### src/hrbf_pkg.sv
// hrbf_pkg: types, codes and the field-name text shared by the response body framer
// depends on nothing; imported by http_response_body_framer_unit and its testbench
package hrbf_pkg;

   // receive event codes carried on the request channel
   typedef enum logic [2:0] {
      ACT_BYTE    = 3'd0,
      ACT_POLL    = 3'd1,
      ACT_GONE    = 3'd2,
      ACT_FAIL    = 3'd3,
      ACT_RESTART = 3'd4
   } action_type;

   // framing phase, also the status reported with every result word
   typedef enum logic [2:0] {
      PH_HEADER     = 3'd0,
      PH_BODY       = 3'd1,
      PH_DONE       = 3'd2,
      PH_SHORT_BODY = 3'd3,
      PH_HDR_LONG   = 3'd4,
      PH_HDR_CLOSED = 3'd5,
      PH_TIMEOUT    = 3'd6,
      PH_RX_ERROR   = 3'd7
   } phase_type;

   // content-length parser progress
   typedef enum logic [1:0] {
      PS_SEARCH = 2'd0,
      PS_SPACES = 2'd1,
      PS_DIGITS = 2'd2,
      PS_DONE   = 2'd3
   } parse_type;

   // register indexes on the csr port
   localparam logic [1:0] CSR_HEADER_LIMIT = 2'd0;
   localparam logic [1:0] CSR_RETRY_LIMIT  = 2'd1;

   localparam logic [15:0] HEADER_LIMIT_RESET = 16'd8192;
   localparam logic [19:0] RETRY_LIMIT_RESET  = 20'd200000;

   localparam int          CL_OUT_WIDTH  = 32;
   localparam logic [3:0]  NAME_LEN      = 4'd15;
   localparam logic [15:0] HDR_COUNT_MAX = 16'hFFFF;
   localparam logic [19:0] POLL_MAX      = 20'hFFFFF;

   localparam logic [7:0] CHAR_CR    = 8'h0D;
   localparam logic [7:0] CHAR_LF    = 8'h0A;
   localparam logic [7:0] CHAR_SPACE = 8'h20;
   localparam logic [7:0] CHAR_ZERO  = 8'h30;
   localparam logic [7:0] CHAR_NINE  = 8'h39;
   localparam logic [7:0] CHAR_C     = 8'h43;

   // one result word
   typedef struct packed {
      logic [7:0]              body_byte;
      logic                    body_valid;
      logic                    header_done;
      logic                    length_known;
      logic [CL_OUT_WIDTH-1:0] body_length;
      phase_type               status;
   } rsp_type;

   // "Content-Length:" one character per position
   function automatic logic [7:0] name_char(input logic [3:0] pos);
      logic [7:0] c;
      unique case (pos)
         4'd0:    c = 8'h43; // C
         4'd1:    c = 8'h6F; // o
         4'd2:    c = 8'h6E; // n
         4'd3:    c = 8'h74; // t
         4'd4:    c = 8'h65; // e
         4'd5:    c = 8'h6E; // n
         4'd6:    c = 8'h74; // t
         4'd7:    c = 8'h2D; // -
         4'd8:    c = 8'h4C; // L
         4'd9:    c = 8'h65; // e
         4'd10:   c = 8'h6E; // n
         4'd11:   c = 8'h67; // g
         4'd12:   c = 8'h74; // t
         4'd13:   c = 8'h68; // h
         4'd14:   c = 8'h3A; // :
         default: c = 8'h00;
      endcase
      return c;
   endfunction

endpackage

### src/http_response_body_framer_unit.sv
// http_response_body_framer_unit: http/1.1 response header scan and body framing
// depends on hrbf_pkg (types, codes, field-name text)
//
// usage
//   req channel: one receive event per word (byte, empty poll, connection gone,
//   receive failure, restart) with its data byte. a word is taken at a rising
//   edge with req_valid high and req_stall low.
//   rsp channel: exactly one result word per request word, in order: the body
//   byte if any, header-done flag, parsed content length and the status.
//   csr channel: header_limit (index 0) and retry_limit (index 1); csr_ready
//   is always high, write only while the block is idle.
// timing
//   the framing state is updated at the accepting edge; the result word is
//   queued and shown on rsp_* once the words ahead of it have left. one word
//   is taken every cycle while req_stall is low. the step is a single shallow
//   pass: byte compares, a saturating multiply-by-ten-and-add and a few counters.
// stall
//   a two-word result queue sits on the rsp side; req_stall rises only when
//   both entries are full, so a single stalled result never blocks the input.
// reset
//   synchronous active-high reset returns to header phase, clears all counters
//   and the parser, empties the result queue and loads the default limits.
module http_response_body_framer_unit
   import hrbf_pkg::*;
#(
   parameter int LENGTH_WIDTH = 32
) (
   input  logic                    clock,
   input  logic                    reset,
   // request channel
   input  logic                    req_valid,
   output logic                    req_stall,
   input  logic [2:0]              req_action,
   input  logic [7:0]              req_data_byte,
   // result channel
   output logic                    rsp_valid,
   input  logic                    rsp_stall,
   output logic [7:0]              rsp_body_byte,
   output logic                    rsp_body_valid,
   output logic                    rsp_header_done,
   output logic                    rsp_length_known,
   output logic [CL_OUT_WIDTH-1:0] rsp_body_length,
   output logic [2:0]              rsp_status,
   // configuration channel
   input  logic                    csr_valid,
   output logic                    csr_ready,
   input  logic [1:0]              csr_index,
   input  logic [19:0]             csr_data
);

   localparam logic [LENGTH_WIDTH-1:0] LEN_MAX = {LENGTH_WIDTH{1'b1}};

   // configuration registers
   logic [15:0] header_limit_ff;
   logic [19:0] retry_limit_ff;

   // framing state
   phase_type               phase_ff,       phase_in;
   logic [2:0]              blank_ff,       blank_in;
   logic [3:0]              name_match_ff,  name_match_in;
   parse_type               parse_ff,       parse_in;
   logic [LENGTH_WIDTH-1:0] length_ff,      length_in;
   logic                    has_digit_ff,   has_digit_in;
   logic [15:0]             hdr_count_ff,   hdr_count_in;
   logic [LENGTH_WIDTH-1:0] body_count_ff,  body_count_in;
   logic [19:0]             polls_ff,       polls_in;

   // result queue, slot0 is the head
   rsp_type    slot0_ff, slot0_in;
   rsp_type    slot1_ff, slot1_in;
   logic [1:0] count_ff, count_in;

   rsp_type    result;
   logic       push;
   logic       pop;

   // step helpers
   logic                      is_digit;
   logic [3:0]                digit;
   logic [LENGTH_WIDTH+3:0]   scaled;
   logic                      active;
   logic                      blank_hit;
   logic [LENGTH_WIDTH+31:0]  length_wide;

   assign csr_ready = 1'b1;
   assign req_stall = (count_ff == 2'd2);
   assign push      = req_valid && !req_stall;
   assign rsp_valid = (count_ff != 2'd0);
   assign pop       = rsp_valid && !rsp_stall;

   assign rsp_body_byte    = slot0_ff.body_byte;
   assign rsp_body_valid   = slot0_ff.body_valid;
   assign rsp_header_done  = slot0_ff.header_done;
   assign rsp_length_known = slot0_ff.length_known;
   assign rsp_body_length  = slot0_ff.body_length;
   assign rsp_status       = slot0_ff.status;

   assign is_digit = (req_data_byte >= CHAR_ZERO) && (req_data_byte <= CHAR_NINE);
   assign digit    = 4'(req_data_byte - CHAR_ZERO);
   // length * 10 + digit, four spare bits catch the overflow
   assign scaled   = ({4'b0, length_ff} << 3) + ({4'b0, length_ff} << 1)
                   + (LENGTH_WIDTH+4)'(digit);
   assign active   = (phase_ff == PH_HEADER) || (phase_ff == PH_BODY);

   // one event step
   always_comb begin
      phase_in      = phase_ff;
      blank_in      = blank_ff;
      name_match_in = name_match_ff;
      parse_in      = parse_ff;
      length_in     = length_ff;
      has_digit_in  = has_digit_ff;
      hdr_count_in  = hdr_count_ff;
      body_count_in = body_count_ff;
      polls_in      = polls_ff;
      blank_hit     = 1'b0;
      result.body_byte   = 8'd0;
      result.body_valid  = 1'b0;
      result.header_done = 1'b0;

      unique case (action_type'(req_action))
         ACT_RESTART: begin
            phase_in      = PH_HEADER;
            blank_in      = 3'd0;
            name_match_in = 4'd0;
            parse_in      = PS_SEARCH;
            length_in     = '0;
            has_digit_in  = 1'b0;
            hdr_count_in  = 16'd0;
            body_count_in = '0;
            polls_in      = 20'd0;
         end
         ACT_BYTE: begin
            if (active) begin
               polls_in = 20'd0;
               if (phase_ff == PH_HEADER) begin
                  // content-length field parser
                  unique case (parse_ff)
                     PS_SEARCH: begin
                        if (name_match_ff < NAME_LEN &&
                            req_data_byte == name_char(name_match_ff)) begin
                           name_match_in = name_match_ff + 4'd1;
                        end else begin
                           name_match_in = (req_data_byte == CHAR_C) ? 4'd1 : 4'd0;
                        end
                        if (name_match_in >= NAME_LEN) begin
                           parse_in = PS_SPACES;
                        end
                     end
                     PS_SPACES: begin
                        if (req_data_byte != CHAR_SPACE) begin
                           if (is_digit) begin
                              length_in    = LENGTH_WIDTH'(digit);
                              has_digit_in = 1'b1;
                              parse_in     = PS_DIGITS;
                           end else begin
                              parse_in = PS_DONE;
                           end
                        end
                     end
                     PS_DIGITS: begin
                        if (is_digit) begin
                           if (scaled[LENGTH_WIDTH+3:LENGTH_WIDTH] != 4'd0) begin
                              length_in = LEN_MAX;
                           end else begin
                              length_in = scaled[LENGTH_WIDTH-1:0];
                           end
                        end else begin
                           parse_in = PS_DONE;
                        end
                     end
                     PS_DONE: begin
                     end
                     default: begin
                     end
                  endcase

                  if (hdr_count_ff < HDR_COUNT_MAX) begin
                     hdr_count_in = hdr_count_ff + 16'd1;
                  end

                  // cr lf cr lf tracker
                  if (req_data_byte == CHAR_CR) begin
                     blank_in = (blank_ff == 3'd2) ? 3'd3 : 3'd1;
                  end else if (req_data_byte == CHAR_LF &&
                               (blank_ff == 3'd1 || blank_ff == 3'd3)) begin
                     blank_in = blank_ff + 3'd1;
                  end else begin
                     blank_in = 3'd0;
                  end
                  blank_hit = (blank_in == 3'd4);

                  if (blank_hit) begin
                     result.header_done = 1'b1;
                     if (parse_in == PS_SPACES || parse_in == PS_DIGITS) begin
                        parse_in = PS_DONE;
                     end
                     phase_in = (has_digit_in && length_in == '0) ? PH_DONE : PH_BODY;
                  end else if (hdr_count_in >= header_limit_ff) begin
                     phase_in = PH_HDR_LONG;
                  end
               end else begin
                  // body byte pass-through, excess bytes never get here
                  result.body_byte  = req_data_byte;
                  result.body_valid = 1'b1;
                  if (body_count_ff < LEN_MAX) begin
                     body_count_in = body_count_ff + LENGTH_WIDTH'(1);
                  end
                  if (has_digit_ff && body_count_in >= length_ff) begin
                     phase_in = PH_DONE;
                  end
               end
            end
         end
         ACT_POLL: begin
            if (active) begin
               if (polls_ff < POLL_MAX) begin
                  polls_in = polls_ff + 20'd1;
               end
               if (polls_in >= retry_limit_ff) begin
                  phase_in = PH_TIMEOUT;
               end
            end
         end
         ACT_GONE: begin
            if (active) begin
               if (phase_ff == PH_HEADER) begin
                  phase_in = PH_HDR_CLOSED;
               end else begin
                  phase_in = (has_digit_ff && body_count_ff < length_ff) ?
                             PH_SHORT_BODY : PH_DONE;
               end
            end
         end
         ACT_FAIL: begin
            if (active) begin
               phase_in = PH_RX_ERROR;
            end
         end
         default: begin
            // unused codes leave everything as it is
         end
      endcase

      length_wide         = {{CL_OUT_WIDTH{1'b0}}, length_in};
      result.length_known = has_digit_in;
      result.body_length  = has_digit_in ? length_wide[CL_OUT_WIDTH-1:0] : '0;
      result.status       = phase_in;
   end

   // result queue next state
   always_comb begin
      slot0_in = slot0_ff;
      slot1_in = slot1_ff;
      count_in = count_ff;
      unique case ({push, pop})
         2'b10: begin
            if (count_ff == 2'd0) begin
               slot0_in = result;
            end else begin
               slot1_in = result;
            end
            count_in = count_ff + 2'd1;
         end
         2'b01: begin
            slot0_in = slot1_ff;
            count_in = count_ff - 2'd1;
         end
         2'b11: begin
            if (count_ff == 2'd1) begin
               slot0_in = result;
            end else begin
               slot0_in = slot1_ff;
               slot1_in = result;
            end
         end
         default: begin
         end
      endcase
   end

   // configuration registers
   always_ff @(posedge clock) begin
      if (reset) begin
         header_limit_ff <= HEADER_LIMIT_RESET;
         retry_limit_ff  <= RETRY_LIMIT_RESET;
      end else if (csr_valid && csr_ready) begin
         if (csr_index == CSR_HEADER_LIMIT) begin
            header_limit_ff <= csr_data[15:0];
         end else if (csr_index == CSR_RETRY_LIMIT) begin
            retry_limit_ff <= csr_data;
         end
      end
   end

   // framing state, updated once per accepted word
   always_ff @(posedge clock) begin
      if (reset) begin
         phase_ff      <= PH_HEADER;
         blank_ff      <= 3'd0;
         name_match_ff <= 4'd0;
         parse_ff      <= PS_SEARCH;
         length_ff     <= '0;
         has_digit_ff  <= 1'b0;
         hdr_count_ff  <= 16'd0;
         body_count_ff <= '0;
         polls_ff      <= 20'd0;
      end else if (push) begin
         phase_ff      <= phase_in;
         blank_ff      <= blank_in;
         name_match_ff <= name_match_in;
         parse_ff      <= parse_in;
         length_ff     <= length_in;
         has_digit_ff  <= has_digit_in;
         hdr_count_ff  <= hdr_count_in;
         body_count_ff <= body_count_in;
         polls_ff      <= polls_in;
      end
   end

   // result queue: occupancy is control, slots are payload
   always_ff @(posedge clock) begin
      if (reset) begin
         count_ff <= 2'd0;
      end else begin
         count_ff <= count_in;
      end
   end

   always_ff @(posedge clock) begin
      slot0_ff <= slot0_in;
      slot1_ff <= slot1_in;
   end

   // a restart always lands back in a clean header phase
   a_restart_clears: assert property (@(posedge clock) disable iff (reset)
      (push && req_action == ACT_RESTART) |=>
         (phase_ff == PH_HEADER && blank_ff == 3'd0 && parse_ff == PS_SEARCH))
      else $error("restart did not clear the framing state");

   // body bytes leave only while the body phase is open
   a_body_only_in_body: assert property (@(posedge clock) disable iff (reset)
      (push && result.body_valid) |-> (phase_ff == PH_BODY))
      else $error("body byte produced outside the body phase");

   // a final status holds until a restart word
   a_final_holds: assert property (@(posedge clock) disable iff (reset)
      (!active && !(push && req_action == ACT_RESTART)) |=> $stable(phase_ff))
      else $error("final status left without a restart");

   // the header-done word moves the phase to body or done
   a_header_done_phase: assert property (@(posedge clock) disable iff (reset)
      (push && result.header_done) |=> (phase_ff == PH_BODY || phase_ff == PH_DONE))
      else $error("header end did not open the body");

endmodule

### config.mk
export PLATFORM = sky130hd
export DESIGN_NAME = http_response_body_framer_unit
export DESIGN_NICKNAME = d
export VERILOG_FILES = /design/src/hrbf_pkg.sv /design/src/http_response_body_framer_unit.sv
export SDC_FILE = /design/constraint.sdc
export NUM_CORES = 1
export LEC_CHECK = 0
export BUFFER_PORTS_ARGS = -buffer_cell sky130_fd_sc_hd__buf_2
export CAP_MARGIN = 10
export CELL_PAD_IN_SITES_DETAIL_PLACEMENT = 1
export CELL_PAD_IN_SITES_GLOBAL_PLACEMENT = 2
export CORE_MARGIN = 4
export CORE_UTILIZATION = 42
export DETAILED_ROUTE_END_ITERATION = 10
export PLACE_DENSITY_LB_ADDON = 0.3
export SLEW_MARGIN = 5
export SYNTH_ARGS = -nofsm -noshare
export SYNTH_HDL_FRONTEND = slang
export SYNTH_SLANG_ARGS = --single-unit
export TNS_END_PERCENT = 20
### constraint.sdc
create_clock -name clock -period 11.6 [get_ports clock]
set_input_delay 1.74 -clock clock [delete_from_list [all_inputs] [get_ports clock]]
set_output_delay 1.74 -clock clock [all_outputs]
set_load 0.02 [all_outputs]
* Word level (Yosys, flattened, before mapping) *
Memories as Yosys holds them, arrays and structs flattened. A register that Yosys moved wholly into a read port is not among the register bits.
Cells that the tools add are included.

operators by class
  add/sub/neg operators = 10
  $mul = 0
  div/mod/pow operators = 0
  order comparisons = 11
  equal/unequal tests = 32
  shifts and indexed selects = 0
  muxes and demuxes = 104
  bitwise operators = 1
  reductions and logical operators = 34

operators with widths
  cell                                           count
  two-way mux 32 bit                             16
  case mux 32 bit (2 select lines)               3
  two-way mux 46 bit                             4
  case mux 46 bit (3 select lines)               1
  two-way mux 20 bit                             5
  two-way mux 16 bit                             6
  case mux 46 bit (2 select lines)               1
  case mux 20 bit (3 select lines)               1
  two-way mux 3 bit                              17
  two-way mux 4 bit                              10
  adder 35 x 33 -> 36 bit                        1
  adder 36 x 4 -> 36 bit                         1
  adder 32 x 1 -> 32 bit, second input constant  1
  greater-or-equal comparator 32 bit             1
  logical NOT 32 bit                             1
  < comparator 32 bit                            1
  < comparator 32 bit, second input constant     1
  two-way mux 8 bit                              4
  case mux 16 bit (2 select lines)               1
  two-way mux 2 bit                              12
  adder 20 x 1 -> 20 bit, second input constant  1
  greater-or-equal comparator 20 bit             1
  < comparator 20 bit, second input constant     1
  two-way mux 10 bit                             2
  44 further kinds                               99

word-level totals
  bits in registers = 243
  bits in latches = 0
  memory bits (writable) = 0
  memory bits (read-only) = 112
  input bits = 38
  output and inout port bits = 49
  memories kept = 1

memories
  name             words  bits a word  read ports  clocked after memory_dff  write ports  line            text
  (no name shown)  16     7            1           1                         0            hrbf_pkg.sv:66  unique case (pos)

* Longest topological paths before layout *
  depth in word-level cells = 25
  gate-level depth with buffers = 25
  mapped depth without buffers = 23

* Worst setup path before layout *
OpenSTA, ideal clock, no wires.

  kind = input to register
  start = in req_valid
  end = reg slot0_ff, in the netlist rsp_body_byte[0] (enable)
  arrival = 5.293 ns
  required time = 11.087 ns
  slack = 5.794 ns
  stages = 3
  buffers on the path = 1
  path through = nand2b_1 > clkbuf_1 > o21ai_0

between the ends
  cells in the longest elaborated chain, start to end = 4
  elaborated cells on any way between the ends = 7

RTL lines
  item                                                                  line                                   text
  from (decl)                                                           http_response_body_framer_unit.sv:31   input logic req_valid,
  logical AND 1 bit *                                                   http_response_body_framer_unit.sv:87   assign push = req_valid && !req_stall;
  == test 2 bit / == test 2 x 1 -> 1 bit (equally long branches)        http_response_body_framer_unit.sv:256  unique case ({push, pop})
  != test 2 bit (no line) / nonzero test 3 bit (equally long branches)  -
  AND reduction 2 bit (no line) *                                       -
  to (signal assigned)                                                  http_response_body_framer_unit.sv:331  slot0_ff <= slot0_in;
  to (decl)                                                             http_response_body_framer_unit.sv:69   rsp_type slot0_ff, slot0_in;

Every way passes the cells marked *; elsewhere a longest branch is shown, timed or not.
A chain may end at the register's enable or synchronous reset.

==> flow_summary.json <==
{
  "status": "completed",
  "regArea_sq_mm": 0.00593,
  "hp-class": "reg -> reg",
  "wirelength_um": 61800,
  "yosysWarnings": 0,
  "final_common_cell": "nor2_1",
  "cts_tree": "built",
  "dp_hpwl_um": 45500,
  "hold_buffers": 0,
  "max_freq_ghz": 0.139,
  "syn_avg_cell_area_sq_um": 8.35,
  "drv_slew": 0,
  "pwr_density_cell_mw_per_mm2": 142,
  "fillers": 5036,
  "nets": 2386,
  "synth_area_sq_mm": 0.0179,
  "grt_pass1_wl_um": 97900,
  "hold_viol_final": 0,
  "synth_cell_type_count": 89,
  "post_cts_resized": 0,
  "tns_ps": 0,
  "die_w_um": 214,
  "drc_errors": 0,
  "antenna_found_initial": 2,
  "htree_levels": 1,
  "worst_pin_slew_ps": 1230,
  "ys_seq_elements": 250,
  "grt_usage_pct": 26.1,
  "rsz0062_at_grt": "no",
  "ir_drop_uv": 128,
  "start_kind": "input port",
  "first_pass_iters": 6,
  "cts_root_buffer": "clkbuf_16",
  "max_cap_viol_count": 0,
  "io_pins": 87,
  "cts.sinks": 250,
  "critPathCaptureType": "register",
  "leakage_uw": 0.00805,
  "start_util_pct": 42.5,
  "setup_viol": 0,
  "core-area_sq_mm": 0.0420,
  "cts_setup_buffers": 0,
  "cp.arrival_ps": 7510,
  "synth_seq_area_share_pct": 33.1,
  "synth_nets": 2367,
  "ys_async_sr_fraction_pct": 0,
  "hold_ws_ps": 454,
  "io_buffers": 85,
  "finalClockSkew_ps": 23.9,
  "cts_buffers": 30,
  "synth_edf_count": 92,
  "fp-row-count": 75,
  "drt_iter0_drc": 1326,
  "layout-drive-gt1-share_pct": 8.52,
  "num_vias": 16608,
  "r2r_slack_ps": 5210,
  "critPathKind": "in -> reg",
  "routabilityCongestion": 0.935,
  "cts_buffer_depth": 3,
  "period_share_pct": 62.0,
  "relSlewSlack_pct": 17.8,
  "multi_input_area_sq_mm": 0.0111,
  "worst-path-max-fanout": 20,
  "wire_per_inst_um": 22.7,
  "synthToLayoutAreaGrowth_pct": 10.1,
  "drtAntennaViolNets": 0,
  "die_area_sq_mm": 0.0459,
  "grt_pass1_vias": 17165,
  "fin_crit_ps": 7190,
  "syn_inst": 2141,
  "clk_latency_ps": 600,
  "mostFrequentLayoutCells": "240 x nor2_1, 188 x a21oi_1, 188 x nand2_1",
  "path_clk_slew_ps": 70,
  "grt_max_degree": 90,
  "dieHeight_um": 214,
  "grt-ovfl-total": 0,
  "via_per_inst": 6.09,
  "crit_required_ps": 11930,
  "synth_flop_cell": "dfxtp_1"
}
-- final timing paths --
path / startpoint / endpoint / cells past startpoint
worst min-delay path: header_limit_ff[6] / header_limit_ff[6] / 2
worst min register to register: header_limit_ff[6] / header_limit_ff[6] / 2
worst max-delay path: req_data_byte[3] / rsp_status[0] / 15
worst max register to register: length_ff[0] / rsp_status[0] / 14
-- synth_stat cells, drive strengths merged, types with 5 or more instances --
cell	count	share of area (%)
a2111oi	10	0.52
a211o	11	0.54
a211oi	27	1.1
a21o	65	2.7
a21oi	192	5.4
a221oi	7	0.41
a22o	27	1.3
a22oi	84	3.5
a31oi	13	0.45
and2	24	0.84
and3	26	0.91
and4	12	0.59
and4b	5	0.28
buf	23	0.72
clkbuf	93	2.0
dfxtp	158	18
edfxtp	92	15
ha	186	13
inv	103	2.2
mux2	5	0.31
nand2	189	4.0
nand2b	13	0.45
nand3	53	1.5
nand3b	16	0.67
nand4	45	1.6
nor2	243	5.1
nor2b	16	0.56
nor3	25	0.73
nor4	11	0.42
o211ai	11	0.46
o21a	13	0.55
o21ai	134	3.8
o21bai	6	0.25
o31ai	10	0.42
or2	8	0.28
or3	16	0.56
or4	5	0.21
xnor2	49	2.4
xor2	43	2.1
-- routing by layer --
metal,track usage [%],wire [um],up-vias,part of all wire (%)
met5,0,20,-,0.032
met4,10.2,2710,2,4.4
met3,3.87,2970,119,4.8
met2,43.2,28800,399,47
met1,34.5,27200,8218,44
li1,-,-,7870,-
-- where the power goes --
group | internal, uW | leakage (uW) | switching (uW)
Sequential | 1080 | 0.00219 | 76.5
Clock | 568 | 0.000476 | 399
Combinational | 187 | 0.00538 | 481
Total | 1840 | 0.00805 | 956
-- sequential cells by signal, summed over array words and instances (netlist names), 16 cells and up, named ones only --
| register | cells |
|---|---|
| slot1_ff | 46 |
| hdr_count_ff | 16 |
| retry_limit_ff | 20 |
| polls_ff | 20 |
| rsp_body_length | 32 |
| length_ff | 32 |
| header_limit_ff | 16 |
| body_count_ff | 32 |
-- cell families after synthesis --
group / count (synthesis) / share of synthesized area (%)
xor+xnor: 92 / 4.55
mux: 9 / 0.539
flops: 250 / 33.1
buf+inv: 219 / 4.84
compound gates: 660 / 24.2
fa+ha+maj: 188 / 13.2
simple gates: 722 / 19.4
other cells: 1 / 0.0210
-- final cells by class --
class / instances / area share, %
repair buffers: 103 / 2.86
inverters: 103 / 1.96
flip-flops and latches: 250 / 30.1
well taps: 539 / 3.43
multi-input cells: 1672 / 56.6
diodes: 2 / 0.0254
clock buffers: 47 / 4.29
clock inverters: 9 / 0.763
-- critical path: stages --
cell,delay (ps)
buf_2,160
inv_1,160
fa_1,560
fa_1,490
nand2b_1,200
a21oi_1,370
o2111ai_1,330
a21o_1,290
o221ai_1,330
nand4b_1,910
o221ai_1,540
nor4bb_1,450
nand3b_1,130
nor4_1,670
o31ai_1,160
-- stage by stage --
stage,cell area [sq um],util [%],instances,total power (uW),setup WS (ps)
after floorplan,17900,-,2141,1580,5790
after global placement,18700,44.4,2667,1830,4180
after detailed placement,18700,44.4,2667,1840,3900
after CTS,19700,46.8,2723,2820,4570
after global routing,19700,46.8,2723,2920,4090
final,19700,46.8,2725,2790,4410
No activity file was read; power rests on OpenSTA's default activity.
